===== src/hdl/ray_sphere_intersect_core_macros.svh =====
// Assertion macros for the ray/sphere intersection core.
// Used by the top level; expects a clock and an active-low reset as arguments.
`ifndef RAY_SPHERE_INTERSECT_CORE_MACROS_SVH
`define RAY_SPHERE_INTERSECT_CORE_MACROS_SVH

// plain property, checked on every rising clock edge outside reset
`define RSI_ASSERT_CLK(lbl, clk, rst_n, prop, msg) \
	lbl: assert property (@(posedge clk) disable iff (!rst_n) prop) else $error(msg);

// overlapping implication
`define RSI_ASSERT_IMPL(lbl, clk, rst_n, ante, cons, msg) \
	lbl: assert property (@(posedge clk) disable iff (!rst_n) ante |-> cons) else $error(msg);

`endif


===== src/hdl/rsi_pkg.sv =====
// Shared widths, stage types and step functions for the ray/sphere core.
// No dependencies; imported by the sqrt cell, the divider cell, the top level and the bench.
`timescale 1ns / 1ps
`default_nettype none

package rsi_pkg;

	localparam int COORD_W = 32;
	localparam int RAD_W = 31;
	localparam int A_W = 64;                // d.d, unsigned
	localparam int H_W = 66;                // d.oc, signed
	localparam int C_W = 67;                // oc.oc - r^2, signed
	localparam int D_W = 132;               // h^2 - a*c, signed
	localparam int ROOT_W = 65;             // floor(sqrt(D))
	localparam int RADC_W = 2 * ROOT_W;     // radicand bits
	localparam int SREM_W = ROOT_W + 2;
	localparam int Q_W = 33;                // quotient bits per root
	localparam int T_W = 32;
	localparam int FRAC_BITS_DEF = 16;

	localparam int USER_HIT = 0;
	localparam int USER_DEG = 1;

	localparam logic [Q_W-1:0] Q_POS_LIM = Q_W'(1) << (T_W - 1);
	localparam logic [Q_W:0] Q_NEG_LIM = (Q_W + 1)'(1) << (T_W - 1);
	localparam logic [T_W-1:0] T_MAX = {1'b0, {(T_W - 1){1'b1}}};
	localparam logic [T_W-1:0] T_MIN = {1'b1, {(T_W - 1){1'b0}}};

	typedef struct packed {
		logic [H_W-1:0] h;
		logic [A_W-1:0] a;
		logic deg;
		logic dneg;
		logic [RADC_W-1:0] rad;
		logic [SREM_W-1:0] rem;
		logic [ROOT_W-1:0] root;
	} sq_t;

	typedef struct packed {
		logic neg;
		logic ovf;
		logic [A_W-1:0] r;
		logic [Q_W-1:0] mlo;
		logic [Q_W-1:0] q;
	} div_lane_t;

	typedef struct packed {
		logic [A_W-1:0] a;
		logic deg;
		logic hit;
		div_lane_t near;
		div_lane_t far;
	} dv_t;

	// one restoring division step: bring down the next magnitude bit
	function automatic div_lane_t div_step(div_lane_t l, logic [A_W-1:0] a);
		logic [A_W:0] t;
		logic ge;
		div_lane_t n;
		t = {l.r, l.mlo[Q_W-1]};
		ge = (t >= {1'b0, a});
		n = l;
		n.r = ge ? A_W'(t - {1'b0, a}) : t[A_W-1:0];
		n.mlo = {l.mlo[Q_W-2:0], 1'b0};
		n.q = {l.q[Q_W-2:0], ge};
		return n;
	endfunction

	// floor toward minus infinity and saturate to 32 bit signed
	function automatic logic [T_W-1:0] div_result(div_lane_t l);
		logic [Q_W:0] qq;
		logic [T_W-1:0] res;
		qq = {1'b0, l.q} + {{Q_W{1'b0}}, (l.r != '0)};
		if (!l.neg) begin
			if (l.ovf || l.q >= Q_POS_LIM) res = T_MAX;
			else res = l.q[T_W-1:0];
		end else begin
			if (l.ovf || qq > Q_NEG_LIM) res = T_MIN;
			else res = ~qq[T_W-1:0] + 1'b1;
		end
		return res;
	endfunction

endpackage

`default_nettype wire


===== src/hdl/rsi_sqrt_cell.sv =====
// One cell of the integer square root row: settles one root bit per cycle while en is high.
// Depends on rsi_pkg (sq_t and widths).
`timescale 1ns / 1ps
`default_nettype none

module rsi_sqrt_cell import rsi_pkg::*; (
	input  logic clk,
	input  logic arst_n,
	input  logic en,
	input  logic vld_in,
	input  sq_t  d_in,
	output logic vld_out,
	output sq_t  d_out
);

	logic [SREM_W-1:0] tmp;
	logic [SREM_W-1:0] trial;
	logic ge;
	sq_t nxt;

	always_comb begin
		tmp = {d_in.rem[SREM_W-3:0], d_in.rad[RADC_W-1 -: 2]};
		trial = {d_in.root, 2'b01};
		ge = (tmp >= trial);
		nxt = d_in;
		nxt.rad = {d_in.rad[RADC_W-3:0], 2'b00};
		nxt.rem = ge ? (tmp - trial) : tmp;
		nxt.root = {d_in.root[ROOT_W-2:0], ge};
	end

	always_ff @(posedge clk or negedge arst_n) begin
		if (!arst_n) vld_out <= 1'b0;
		else if (en) vld_out <= vld_in;
	end

	always_ff @(posedge clk) begin
		if (en) d_out <= nxt;
	end

endmodule

`default_nettype wire


===== config.mk =====
export PLATFORM = sky130hd
export DESIGN_NAME = rsi_sqrt_cell
export DESIGN_NICKNAME = d
export VERILOG_FILES = /design/src/hdl/ray_sphere_intersect_core_macros.svh /design/src/hdl/rsi_pkg.sv /design/src/hdl/rsi_sqrt_cell.sv
export SDC_FILE = /design/constraint.sdc
export NUM_CORES = 1
export LEC_CHECK = 0
export ABC_AREA = 1
export CAP_MARGIN = 20
export CORE_AREA = 8 8 300 302
export DETAILED_ROUTE_END_ITERATION = 8
export DIE_AREA = 0 0 308 310
export DONT_BUFFER_PORTS = 1
export PLACE_DENSITY = 0.42
export REMOVE_ABC_BUFFERS = 1
export SETUP_SLACK_MARGIN = 0.4
export SYNTH_ARGS = -nofsm -noshare
export SYNTH_HDL_FRONTEND = slang
export SYNTH_SLANG_ARGS = --single-unit

===== constraint.sdc =====
create_clock -name clk -period 1.4 [get_ports clk]
set_input_delay 0.07 -clock clk [delete_from_list [all_inputs] [get_ports clk]]
set_output_delay 0.07 -clock clk [all_outputs]
set_load 0.005 [all_outputs]

# == After elaboration in Yosys (flattened, before gate mapping) ==
# Index checks and enable logic that the tools add are counted.
# W data, S select, Z words.
# word_totals
in_bits,398
n_memories,0
latch_bits,0
rom_bits,0
ram_bits,0
ff_bits,393
# classes
shifts,0
bitwise,0
n_mux,1
order_cmp,1
n_eq_ne,0
mul,0
add_sub_neg,1
reduce_logical,0
div_mod_pow,0
# ops
operator,count
$ge A67 B67 Y1,1
$mux W67,1
$sub A67 B67 Y67,1

# == Logic depth before layout (Yosys ltp) ==
# depth
depth_word,2
mapped_depth,19
ltp_nobuf,17

# == Worst setup path before layout ==
# No wires, ideal clock.
# synth_path
kind,input to register
startpoint,in d_in[13] in the netlist's numbering
endpoint,reg d_out[84] in the netlist's numbering (data pin)
n_path_buf,2
slack_ps,-597
setup_ps,252
stages,16
required_time_ps,1148
arrival_time_ps,1745
cell_sequence,inv_1 ha_1 nand2_1 inv_1 nand2_1 inv_1 a21oi_1 nand3_1 nand2_1 nand3_1 nand2_1 nand2_4 buf_4 buf_4 nand2_1 nand2_1
# synth_lines
item,line_no,source
"start, declared",rsi_sqrt_cell.sv:11,"input sq_t d_in,"
"end signal, assigned",rsi_sqrt_cell.sv:37,if (en) d_out <= nxt;
"end, declared",rsi_sqrt_cell.sv:13,output sq_t d_out

==> out/metrics.cfg <==
[outcome]
status=finished with violations
violations=negative hold slack, negative setup slack

[clock_tree]
cts_sinks=393
cts_made_buffers=47
worstSkewPairLatency_ns=0.59
htreeDepth=2
cts_max_path_buffers=3
cts_tree=done
cts_root_buf=clkbuf_16
clkTransAtPathRegs_ns=0.06

[finish]
areaGrowthSynthToFinish_pct=66.9
n_fill_cell=8683
layout.nets=3214
drive_gt1_share_pct=32.3

[critical_path]
start_kind=primary input
path_cells=inv_2 > ha_4 > buf_6 > nand2_1 > nand2_2 > inv_2 > nand2_4 > a21oi_4 > nand3_4 > nand2_4 > nand3_4 > nand2_4 > nand2_8 > buf_12 > buf_16 > clkbuf_16 > nand2_2 > nand2_1
crit_top_cell=nand2_4
cp_max_fo=7
slowest_stage=ha_4
path_class=primary input to flop
slowest_delay_ns=0.21
crit_arrival_ns=1.95
reg2reg_slack_ns=0.63
cp.required_ns=1.75
endpoint_kind=flop

[sta]
maxSlewViolCount=0
slew-limit-headroom_pct=35.9
holdWs_ns=-0.342
grt_setup_unrepaired=true
hold_viol_final=6
setup_ws_ns=-0.206
setup_violations=68
period_share_pct=115
tightestPinTransition_ns=0.958
finClkSkew_ns=0
period_minus_slack_ns=1.61
clock.fmax_mhz=623
tns_ns=-8.91

[floorplanning]
io_pins=793
coreArea_sq_um=85700
die_w_microns=308
die_h_microns=310
die-area_sq_um=95500
start_util_pct=21.9
row_count=108

[logic_synthesis]
synth_commonest_cells=677 x nand2_1, 392 x edfxtp_1, 319 x inv_1, 122 x nor2_1, 78 x a21oi_1
synth_edf_count=392
ys_ff_latch=393
synth_cell_types=33
synth.area.top_cells=edfxtp_1 63%, nand2_1 14%, inv_1 6.4%, ha_1 4.5%, nor2_1 2.4%
ys_warn_count=0
ys_seq_area_share_pct=63.0
synth-main-ff-cell=edfxtp_1
syn-mean-instance-area_sq_um=9.87
synth_top_area_share_pct=62.8
synth_cells=1897
synth_top_area_cell=edfxtp_1
yosysMostFrequentCell=nand2_1
async_reset_ff_share_pct=0.254
syn-cell-area_sq_um=18700

[routing]
dr.pass1.iters=5
drtAntennaViolNets=0
wl_mm=110
drt_iter0_drc=1308
vias=16900
viasPerCell=4.27
drc=0
wl_per_cell_microns=27.8

[power_and_ir_drop]
p_total_mw=35.6
ir_worst_vdd_v=0.000931
p_leak_nw=13.5
power_density_nw_per_um2=1140

[global_routing]
track_usage_pct=21.2
grt_pass1_wl_mm=142
antenna_found_initial=8
overflow=0
grt_pass1_vias=17300
grt_max_degree=394

[placement]
place.port_buffers=0
hpwl_mm=84.7
gp_congestion=0.891

[flow_run]
cap_violations=0

[worst_hold_path]
holdCritPathClass=primary input to flop

path summary, 6_finish.rpt:
path / end / from / cells after the start
setup / recovery: d_out[92]$_DFFE_PP_ / d_in[16] / 18
hold / removal: d_out[73]$_DFFE_PP_ / d_in[71] / 2
setup reg to reg: vld_out$_DFFE_PN0P_ / vld_out$_DFFE_PN0P_ / 1
hold reg to reg: vld_out$_DFFE_PN0P_ / vld_out$_DFFE_PN0P_ / 1
max in group asynchronous: vld_out$_DFFE_PN0P_ / arst_n / 2
min in group asynchronous: vld_out$_DFFE_PN0P_ / arst_n / 2
timing repair:
item,in CTS,in global routing
hold buffers,370,22
resized for setup,259,234
endpoints found under the hold margin,785,74
setup buffers,22,16
endpoints found under the setup margin,461,694
pin swaps,49,68
gates cloned,2,8
report_power, final:
group	internal [mW]	total [mW]	switching, mW
Clock	7.21	12.7	5.49
Combinational	3.61	7.42	3.81
Sequential	14.3	15.5	1.21
Total	25.1	35.6	10.5
worst max-delay path, delay by kind of cell:
| kind | cells | cell delay (ns) |
|---|---|---|
| compound gates | 1 | 0.17 |
| fa+ha+maj | 1 | 0.21 |
| buf+inv | 6 | 0.69 |
| simple gates | 10 | 0.80 |
kinds of logic (layout without fill, tap and decap cells):
kind of cell / Yosys count / after routing / synth area share [%]
XOR/XNOR: 34 / 34 / 1.59
AO/OA/AOI/OAI: 122 / 122 / 3.45
adder cells (fa/ha/maj): 67 / 67 / 4.48
AND/OR/NAND/NOR: 937 / 937 / 20.2
multiplexers: 1 / 1 / 0.0601
other: 1 / 11 / 0.0200
flip-flops: 393 / 393 / 63.0
buffers and inverters: 342 / 1230 / 7.18
cell type report:
cell class / instances / area, sq um / area share (%)
well taps: 1155 / 1450 / 4.62
clock inverters: 33 / 375 / 1.20
diodes: 9 / 22.5 / 0.0720
clock buffers: 53 / 1200 / 3.83
inverters: 326 / 1260 / 4.02
flip-flops and latches: 393 / 11800 / 37.7
repair buffers: 818 / 7570 / 24.2
multi-input cells: 1163 / 7600 / 24.3
registers in the layout, indices dropped and copies added, names as in the netlist:
| signal | flops |
|---|---|
| d_out | 392 |
| vld_out | 1 |
metrics by stage:
stage               cells  area, sq um  hold WS (ns)  worst slack, ns  util [%]
floorplan            1882        18600        -0.226            -1.11         -
global placement     3413        23000        -0.224            -1.60      26.8
detailed placement   3413        23000        -0.224            -1.56      26.8
CTS                  3893        29700        -0.485           -0.197      34.7
global route         3944        31200        -0.377           -0.259      36.5
finish               3950        31300        -0.342           -0.206      36.5
layout by cell type (no fill, tap or decap), types with 47 or more instances in the layout:
| cell | instances |
|---|---|
| dlygate4sd3_1 | 391 |
| clkbuf_16 | 54 |
| nor2_1 | 79 |
| ha_4 | 54 |
| buf_4 | 383 |
| nand3_1 | 47 |
| nand2_2 | 128 |
| edfxtp_1 | 392 |
| inv_1 | 285 |
| nand2_1 | 531 |
routing by layer:
layer | global-route usage, % | wire length, microns
met2 | 38.1 | 55900
met3 | 6.33 | 8140
met5 | 0 | 0
met4 | 6.03 | 3430
met1 | 24.3 | 42500
(Power assumes the default switching activity.)
