$ cat src/hdl/ray_sphere_intersect_core_macros.svh
// Assertion macros for the ray/sphere intersection core.
// Used by the top level; expects a clock and an active-low reset as arguments.
`ifndef RAY_SPHERE_INTERSECT_CORE_MACROS_SVH
`define RAY_SPHERE_INTERSECT_CORE_MACROS_SVH

// plain property, checked on every rising clock edge outside reset
`define RSI_ASSERT_CLK(lbl, clk, rst_n, prop, msg) \
	lbl: assert property (@(posedge clk) disable iff (!rst_n) prop) else $error(msg);

// overlapping implication
`define RSI_ASSERT_IMPL(lbl, clk, rst_n, ante, cons, msg) \
	lbl: assert property (@(posedge clk) disable iff (!rst_n) ante |-> cons) else $error(msg);

`endif

$ cat src/hdl/rsi_pkg.sv
// Shared widths, stage types and step functions for the ray/sphere core.
// No dependencies; imported by the sqrt cell, the divider cell, the top level and the bench.
`timescale 1ns / 1ps
`default_nettype none

package rsi_pkg;

	localparam int COORD_W = 32;
	localparam int RAD_W = 31;
	localparam int A_W = 64;                // d.d, unsigned
	localparam int H_W = 66;                // d.oc, signed
	localparam int C_W = 67;                // oc.oc - r^2, signed
	localparam int D_W = 132;               // h^2 - a*c, signed
	localparam int ROOT_W = 65;             // floor(sqrt(D))
	localparam int RADC_W = 2 * ROOT_W;     // radicand bits
	localparam int SREM_W = ROOT_W + 2;
	localparam int Q_W = 33;                // quotient bits per root
	localparam int T_W = 32;
	localparam int FRAC_BITS_DEF = 16;

	localparam int USER_HIT = 0;
	localparam int USER_DEG = 1;

	localparam logic [Q_W-1:0] Q_POS_LIM = Q_W'(1) << (T_W - 1);
	localparam logic [Q_W:0] Q_NEG_LIM = (Q_W + 1)'(1) << (T_W - 1);
	localparam logic [T_W-1:0] T_MAX = {1'b0, {(T_W - 1){1'b1}}};
	localparam logic [T_W-1:0] T_MIN = {1'b1, {(T_W - 1){1'b0}}};

	typedef struct packed {
		logic [H_W-1:0] h;
		logic [A_W-1:0] a;
		logic deg;
		logic dneg;
		logic [RADC_W-1:0] rad;
		logic [SREM_W-1:0] rem;
		logic [ROOT_W-1:0] root;
	} sq_t;

	typedef struct packed {
		logic neg;
		logic ovf;
		logic [A_W-1:0] r;
		logic [Q_W-1:0] mlo;
		logic [Q_W-1:0] q;
	} div_lane_t;

	typedef struct packed {
		logic [A_W-1:0] a;
		logic deg;
		logic hit;
		div_lane_t near;
		div_lane_t far;
	} dv_t;

	// one restoring division step: bring down the next magnitude bit
	function automatic div_lane_t div_step(div_lane_t l, logic [A_W-1:0] a);
		logic [A_W:0] t;
		logic ge;
		div_lane_t n;
		t = {l.r, l.mlo[Q_W-1]};
		ge = (t >= {1'b0, a});
		n = l;
		n.r = ge ? A_W'(t - {1'b0, a}) : t[A_W-1:0];
		n.mlo = {l.mlo[Q_W-2:0], 1'b0};
		n.q = {l.q[Q_W-2:0], ge};
		return n;
	endfunction

	// floor toward minus infinity and saturate to 32 bit signed
	function automatic logic [T_W-1:0] div_result(div_lane_t l);
		logic [Q_W:0] qq;
		logic [T_W-1:0] res;
		qq = {1'b0, l.q} + {{Q_W{1'b0}}, (l.r != '0)};
		if (!l.neg) begin
			if (l.ovf || l.q >= Q_POS_LIM) res = T_MAX;
			else res = l.q[T_W-1:0];
		end else begin
			if (l.ovf || qq > Q_NEG_LIM) res = T_MIN;
			else res = ~qq[T_W-1:0] + 1'b1;
		end
		return res;
	endfunction

endpackage

`default_nettype wire

$ cat src/hdl/rsi_div_cell.sv
// One cell of the divider row: one quotient bit for both roots per cycle while en is high.
// Depends on rsi_pkg (dv_t, div_step).
`timescale 1ns / 1ps
`default_nettype none

module rsi_div_cell import rsi_pkg::*; (
	input  logic clk,
	input  logic arst_n,
	input  logic en,
	input  logic vld_in,
	input  dv_t  d_in,
	output logic vld_out,
	output dv_t  d_out
);

	dv_t nxt;

	always_comb begin
		nxt = d_in;
		nxt.near = div_step(d_in.near, d_in.a);
		nxt.far = div_step(d_in.far, d_in.a);
	end

	always_ff @(posedge clk or negedge arst_n) begin
		if (!arst_n) vld_out <= 1'b0;
		else if (en) vld_out <= vld_in;
	end

	always_ff @(posedge clk) begin
		if (en) d_out <= nxt;
	end

endmodule

`default_nettype wire

$ cat config.mk
export PLATFORM = sky130hd
export DESIGN_NAME = rsi_div_cell
export DESIGN_NICKNAME = d
export VERILOG_FILES = /design/src/hdl/ray_sphere_intersect_core_macros.svh /design/src/hdl/rsi_pkg.sv /design/src/hdl/rsi_div_cell.sv
export SDC_FILE = /design/constraint.sdc
export NUM_CORES = 1
export LEC_CHECK = 0
export BUFFER_PORTS_ARGS = -buffer_cell sky130_fd_sc_hd__clkbuf_2
export CORE_AREA = 2 2 258 260
export DETAILED_ROUTE_END_ITERATION = 7
export DIE_AREA = 0 0 260 262
export GPL_TIMING_DRIVEN = 1
export HOLD_SLACK_MARGIN = 0.06
export MAX_ROUTING_LAYER = met4
export SLEW_MARGIN = 30
export SYNTH_ARGS = -nofsm -noshare
export SYNTH_HDL_FRONTEND = slang
export SYNTH_SLANG_ARGS = --single-unit
$ cat constraint.sdc
create_clock -name clk -period 0.8 [get_ports clk]
set_input_delay 0 -clock clk [delete_from_list [all_inputs] [get_ports clk]]
set_output_delay 0 -clock clk [all_outputs]
set_load 0.03 [all_outputs]
# Word-level counts from Yosys, hierarchy flattened
# Cells that the tools add are included.
# word_totals
reg_bits,329
input_bits,334
output_inout_bits,331
word_cells,20
# op_classes
add_sub_neg,2
magnitude_cmp,2
muxes,2
# ops
cell,n
$ge 65x64->1,2
$mux 64,2
$sub 64x64->64,2

# Logic depth before layout (Yosys ltp)
# depth
depth_word,2
mapped_depth,15
ltp_nobuf,13

# Worst setup path after synthesis
# No wires, ideal clock.
# synth_path
path_kind,input to register
startpoint,input d_in[306] (netlist name)
endpoint,register d_out[114] (netlist name) (data pin)
setup_time_ns,0.262
t_arrival_ns,2.598
t_required_ns,0.538
slack_ns,-2.060
path_stages,13
path_buffers,2
path_cell_list,inv_1 > ha_1 > buf_2 > a21o_1 > a21o_1 > a221oi_1 > o21ai_0 > a21o_1 > a41o_1 > a41o_1 > a31oi_4 > buf_4 > mux2_1
# synth_lines
element,line_no,source
"start, declared",rsi_div_cell.sv:11,"input dv_t d_in,"
"end signal, assigned",rsi_div_cell.sv:30,if (en) d_out <= nxt;
"end, declared",rsi_div_cell.sv:13,output dv_t d_out

==> summary.md <==
| Metric | Value |
|---|---|
| Outcome | finished, violations left |
| Failing checks | negative hold slack, negative setup slack |
| Top cell type by total area after synthesis | edfxtp_1 |
| Met2 Use GR | 52.2% |
| Slack of the critical path | -1880 ps |
| DRT antenna net count | 0 |
| Pins over their slew limit | 0 |
| Die Y | roughly 260 µm |
| Synth Instances | ~1.9k |
| Via-per-instance ratio | 4.98 |
| EDFF count, synth | roughly 330 |
| PortBufs | between 600 and 700 |
| Final wirelength | just over 100 mm |
| Mapped Area | 19400 µm² |
| Hold Path Origin | d_in[73] |
| Top Usage Layer GRT | met2 |
| Clock Skews | 0 ps |
| Final worst path period need | between 2000 and 3000 ps |
| Worst EP arrival | about 3000 ps |
| Clk buf depth | 3 |
| Static leakage power | 0.0172 µW |
| Critical path origin | d_in[267] |
| Gr usage total | ~29% |
| Antenna violations before repair | 17 |
| Met3 Usage GRT | about 5.3% |
| Final setup fails | between 500 and 600 |
| Detailed Place HPWL | roughly 74 mm |
| Hold Vio Cnt, Final | 30 |
| Dpl cell area | about 30000 µm² |
| Peak VDD IR | around 1300 µV |
| Iteration-0 DRC Markers | between 1.5k and 2k |
| Crit path kind | primary input to register |
| Asr flop ratio synth | less than 1% |
| Worst slew pin tran | around 790 ps |
| RSZ-0062 raised after global routing | yes |
| Avg Cell Area, Syn | 10.4 µm² |
| Area contributors post-synth | edfxtp_1, ha_1, a21oi_1 |
| Crit-path max FO | 8 |
| Sink Count | about 330 |
| Global-route met1 utilization | 30.8% |
| Drt wl/cell | 23.2 µm |
| Fin nets | about 4k |
| Max Clk Rate | around 0.37 GHz |
| First-pass GRT wire length | about 140 mm |
| Sequential-to-total area share from yosys stat | a little over 50% |
| 1st-pass router iterations | 5 |
| TritonCTS buffer count | 40 |
| Prevailing post-synth register cell | edfxtp_1 |
| Setup TNS | -361230 ps |
| Share of layout cells above drive strength 1 | between 50% and 60% |
| Clock transition at path regs | about 60 ps |
| Pwr/cell area | 1810 nW/µm² |
| HP Class | primary input to register |
| Area grow syn2layout | 105% |
| Die W | roughly 260 µm |
| Yosys synthesis warning count | 0 |
| CP Capture Type | register |
| Cell area after layout | ~40000 µm² |
| Row cnt | 94 |
| Core box area | approximately 65000 µm² |
| # DRC | 0 |
| WHS | -297 ps |
| Placer Congestion | 0.956 |
| CP Data Required Time | 1130 ps |
| Netlist cell types | ~80 |
| GRT Residual Overflow | 0 |
| #FFs+latches synth | 329 |
| Die area | slightly below 70000 µm² |
| CTS tree | built |
| Slew headroom | between 40 and 50% |
| Tcrit/Tclk final | 334% |
| Vias in the first global route | 23.1k |
| Max_cap viols | 0 |
| Initial core utilization | 29.7% |
| H-Tree Level Count | 2 |
| Skew-Pair Late Insertion Delay | ~570 ps |
| Startpoint Class | primary input |
| Synth top area share | around 51% |
| Num ports | 665 |
| Launch point of the worst reg-to-reg path | vld_out |
| Largest net degree at the start of global routing | 27 |
| Root buf cell | clkbuf_16 |
| Via count | about 22k |
## critical path, stage by stage
cell and delay (ps):
clkbuf_16 130, inv_8 50, ha_4 190, nor2b_4 120, buf_6 100, o31a_1 300
o2111a_2 320, o21ai_4 260, a31oi_4 170, a41o_4 280, a41o_1 230, a31oi_4 230
buf_12 150, buf_16 140, mux2_4 310
## power by group
| group | total [µW] | switching (µW) | internal, µW |
|---|---|---|---|
| combinational | 29900 | 15100 | 14800 |
| clock | 19100 | 7920 | 11200 |
| sequential | 22800 | 1310 | 21500 |
## state kept, by name, summed over array words and instances, names as in the netlist
signal   cells
vld_out      1
d_out      328
## synth_stat cells, types with 9 or more instances
cell type and count:
a211oi_1 10, a21o_1 53, a21oi_1 205, a31oi_1 17, and2_1 19, and3_1 14, buf_2 17, clkbuf_1 61
edfxtp_1 328, ha_1 128, inv_1 103, mux2_2 12, nand2_1 175, nand2b_1 10, nand3_1 33, nand4_1 49
nor2_1 129, nor2b_1 9, nor3_1 33, nor4_1 12, o211ai_1 11, o21a_1 13, o21ai_0 125, o21ai_1 30
o21bai_1 21, o31ai_1 11, xnor2_1 70, xor2_1 49
## layout by cell type, fill, tap and decap left out, types with 11 or more instances in the layout
cell type and count:
inv_2 18, nor2_4 21, mux2_4 15, nor2_2 33, and3_1 11, inv_1 71, o21ai_2 38, a21oi_1 120
nand2_1 159, a21oi_2 69, buf_4 637, edfxtp_1 328, a21oi_4 17, o21ai_0 67, buf_6 56, buf_12 26
o21a_1 12, xnor2_1 67, xor2_1 41, ha_1 72, nand4_1 49, buf_16 13, buf_8 126, clkbuf_2 312
o21ai_1 43, o211ai_1 11, clkbuf_16 43, nor3_1 25, a21o_1 52, ha_4 52, dlygate4sd3_1 331, and2_1 15
nand2_2 13, nor2_1 75, o21bai_1 19, a31oi_1 12, clkbuf_8 203, diode_2 19, nand3_1 32
## final timing paths
| kind | end | slack, ps | cells past startpoint |
|---|---|---|---|
| max | d_out[90] | -1880 | 15 |
| min | d_out[74] | -300 | 3 |
| max reg2reg | vld_out | 10 | 1 |
| min reg2reg | vld_out | 550 | 1 |
| max in group asynchronous | vld_out | 320 | 3 |
| min in group asynchronous | vld_out | 340 | 3 |
## per-stage QoR
| step | instances | utilization [%] | power [µW] | setup WS (ps) |
|---|---|---|---|---|
| floorplan | 1867 | - | 34400 | -1810 |
| global placement | 3923 | 44.8 | 44000 | -2690 |
| detailed placement | 3923 | 44.8 | 44200 | -2720 |
| CTS | 4394 | 59.1 | 70100 | -1780 |
| global route | 4432 | 60.8 | 74200 | -1900 |
| finish | 4434 | 60.8 | 71800 | -1880 |
## metal layers
metal	vias to the layer above	share of wire, %
li1	10300	-
met1	10800	37
met2	797	52
met3	215	5.7
met4	0	4.8
met5	-	0
## repair_timing
item,CTS,global route
hold buffers,326,6
gates cloned,15,2
setup endpoints to repair,459,534
gates resized for setup,880,348
pin swaps,81,82
endpoints found under the hold margin,551,92
setup buffers,62,25
## cell families after synthesis
logic type / Yosys count / share of synthesized area [%]
xor+xnor: 119 / 5.37
flops: 329 / 50.9
simple gates: 508 / 12.1
compound gates: 563 / 17.7
fa+ha+maj: 130 / 8.46
other cells: 1 / 0.0193
buf+inv: 198 / 4.37
mux: 18 / 1.03
## layout make-up
class	instances	area, µm²
flip-flops and latches	329	9880
clock inverters	24	305
fillers	5108	25600
diodes	19	47.5
well taps	864	1080
repair buffers	1708	15900
multi-input cells	1340	11000
inverters	103	472
clock buffers	47	1030
No activity file was read; power rests on OpenSTA's default activity.
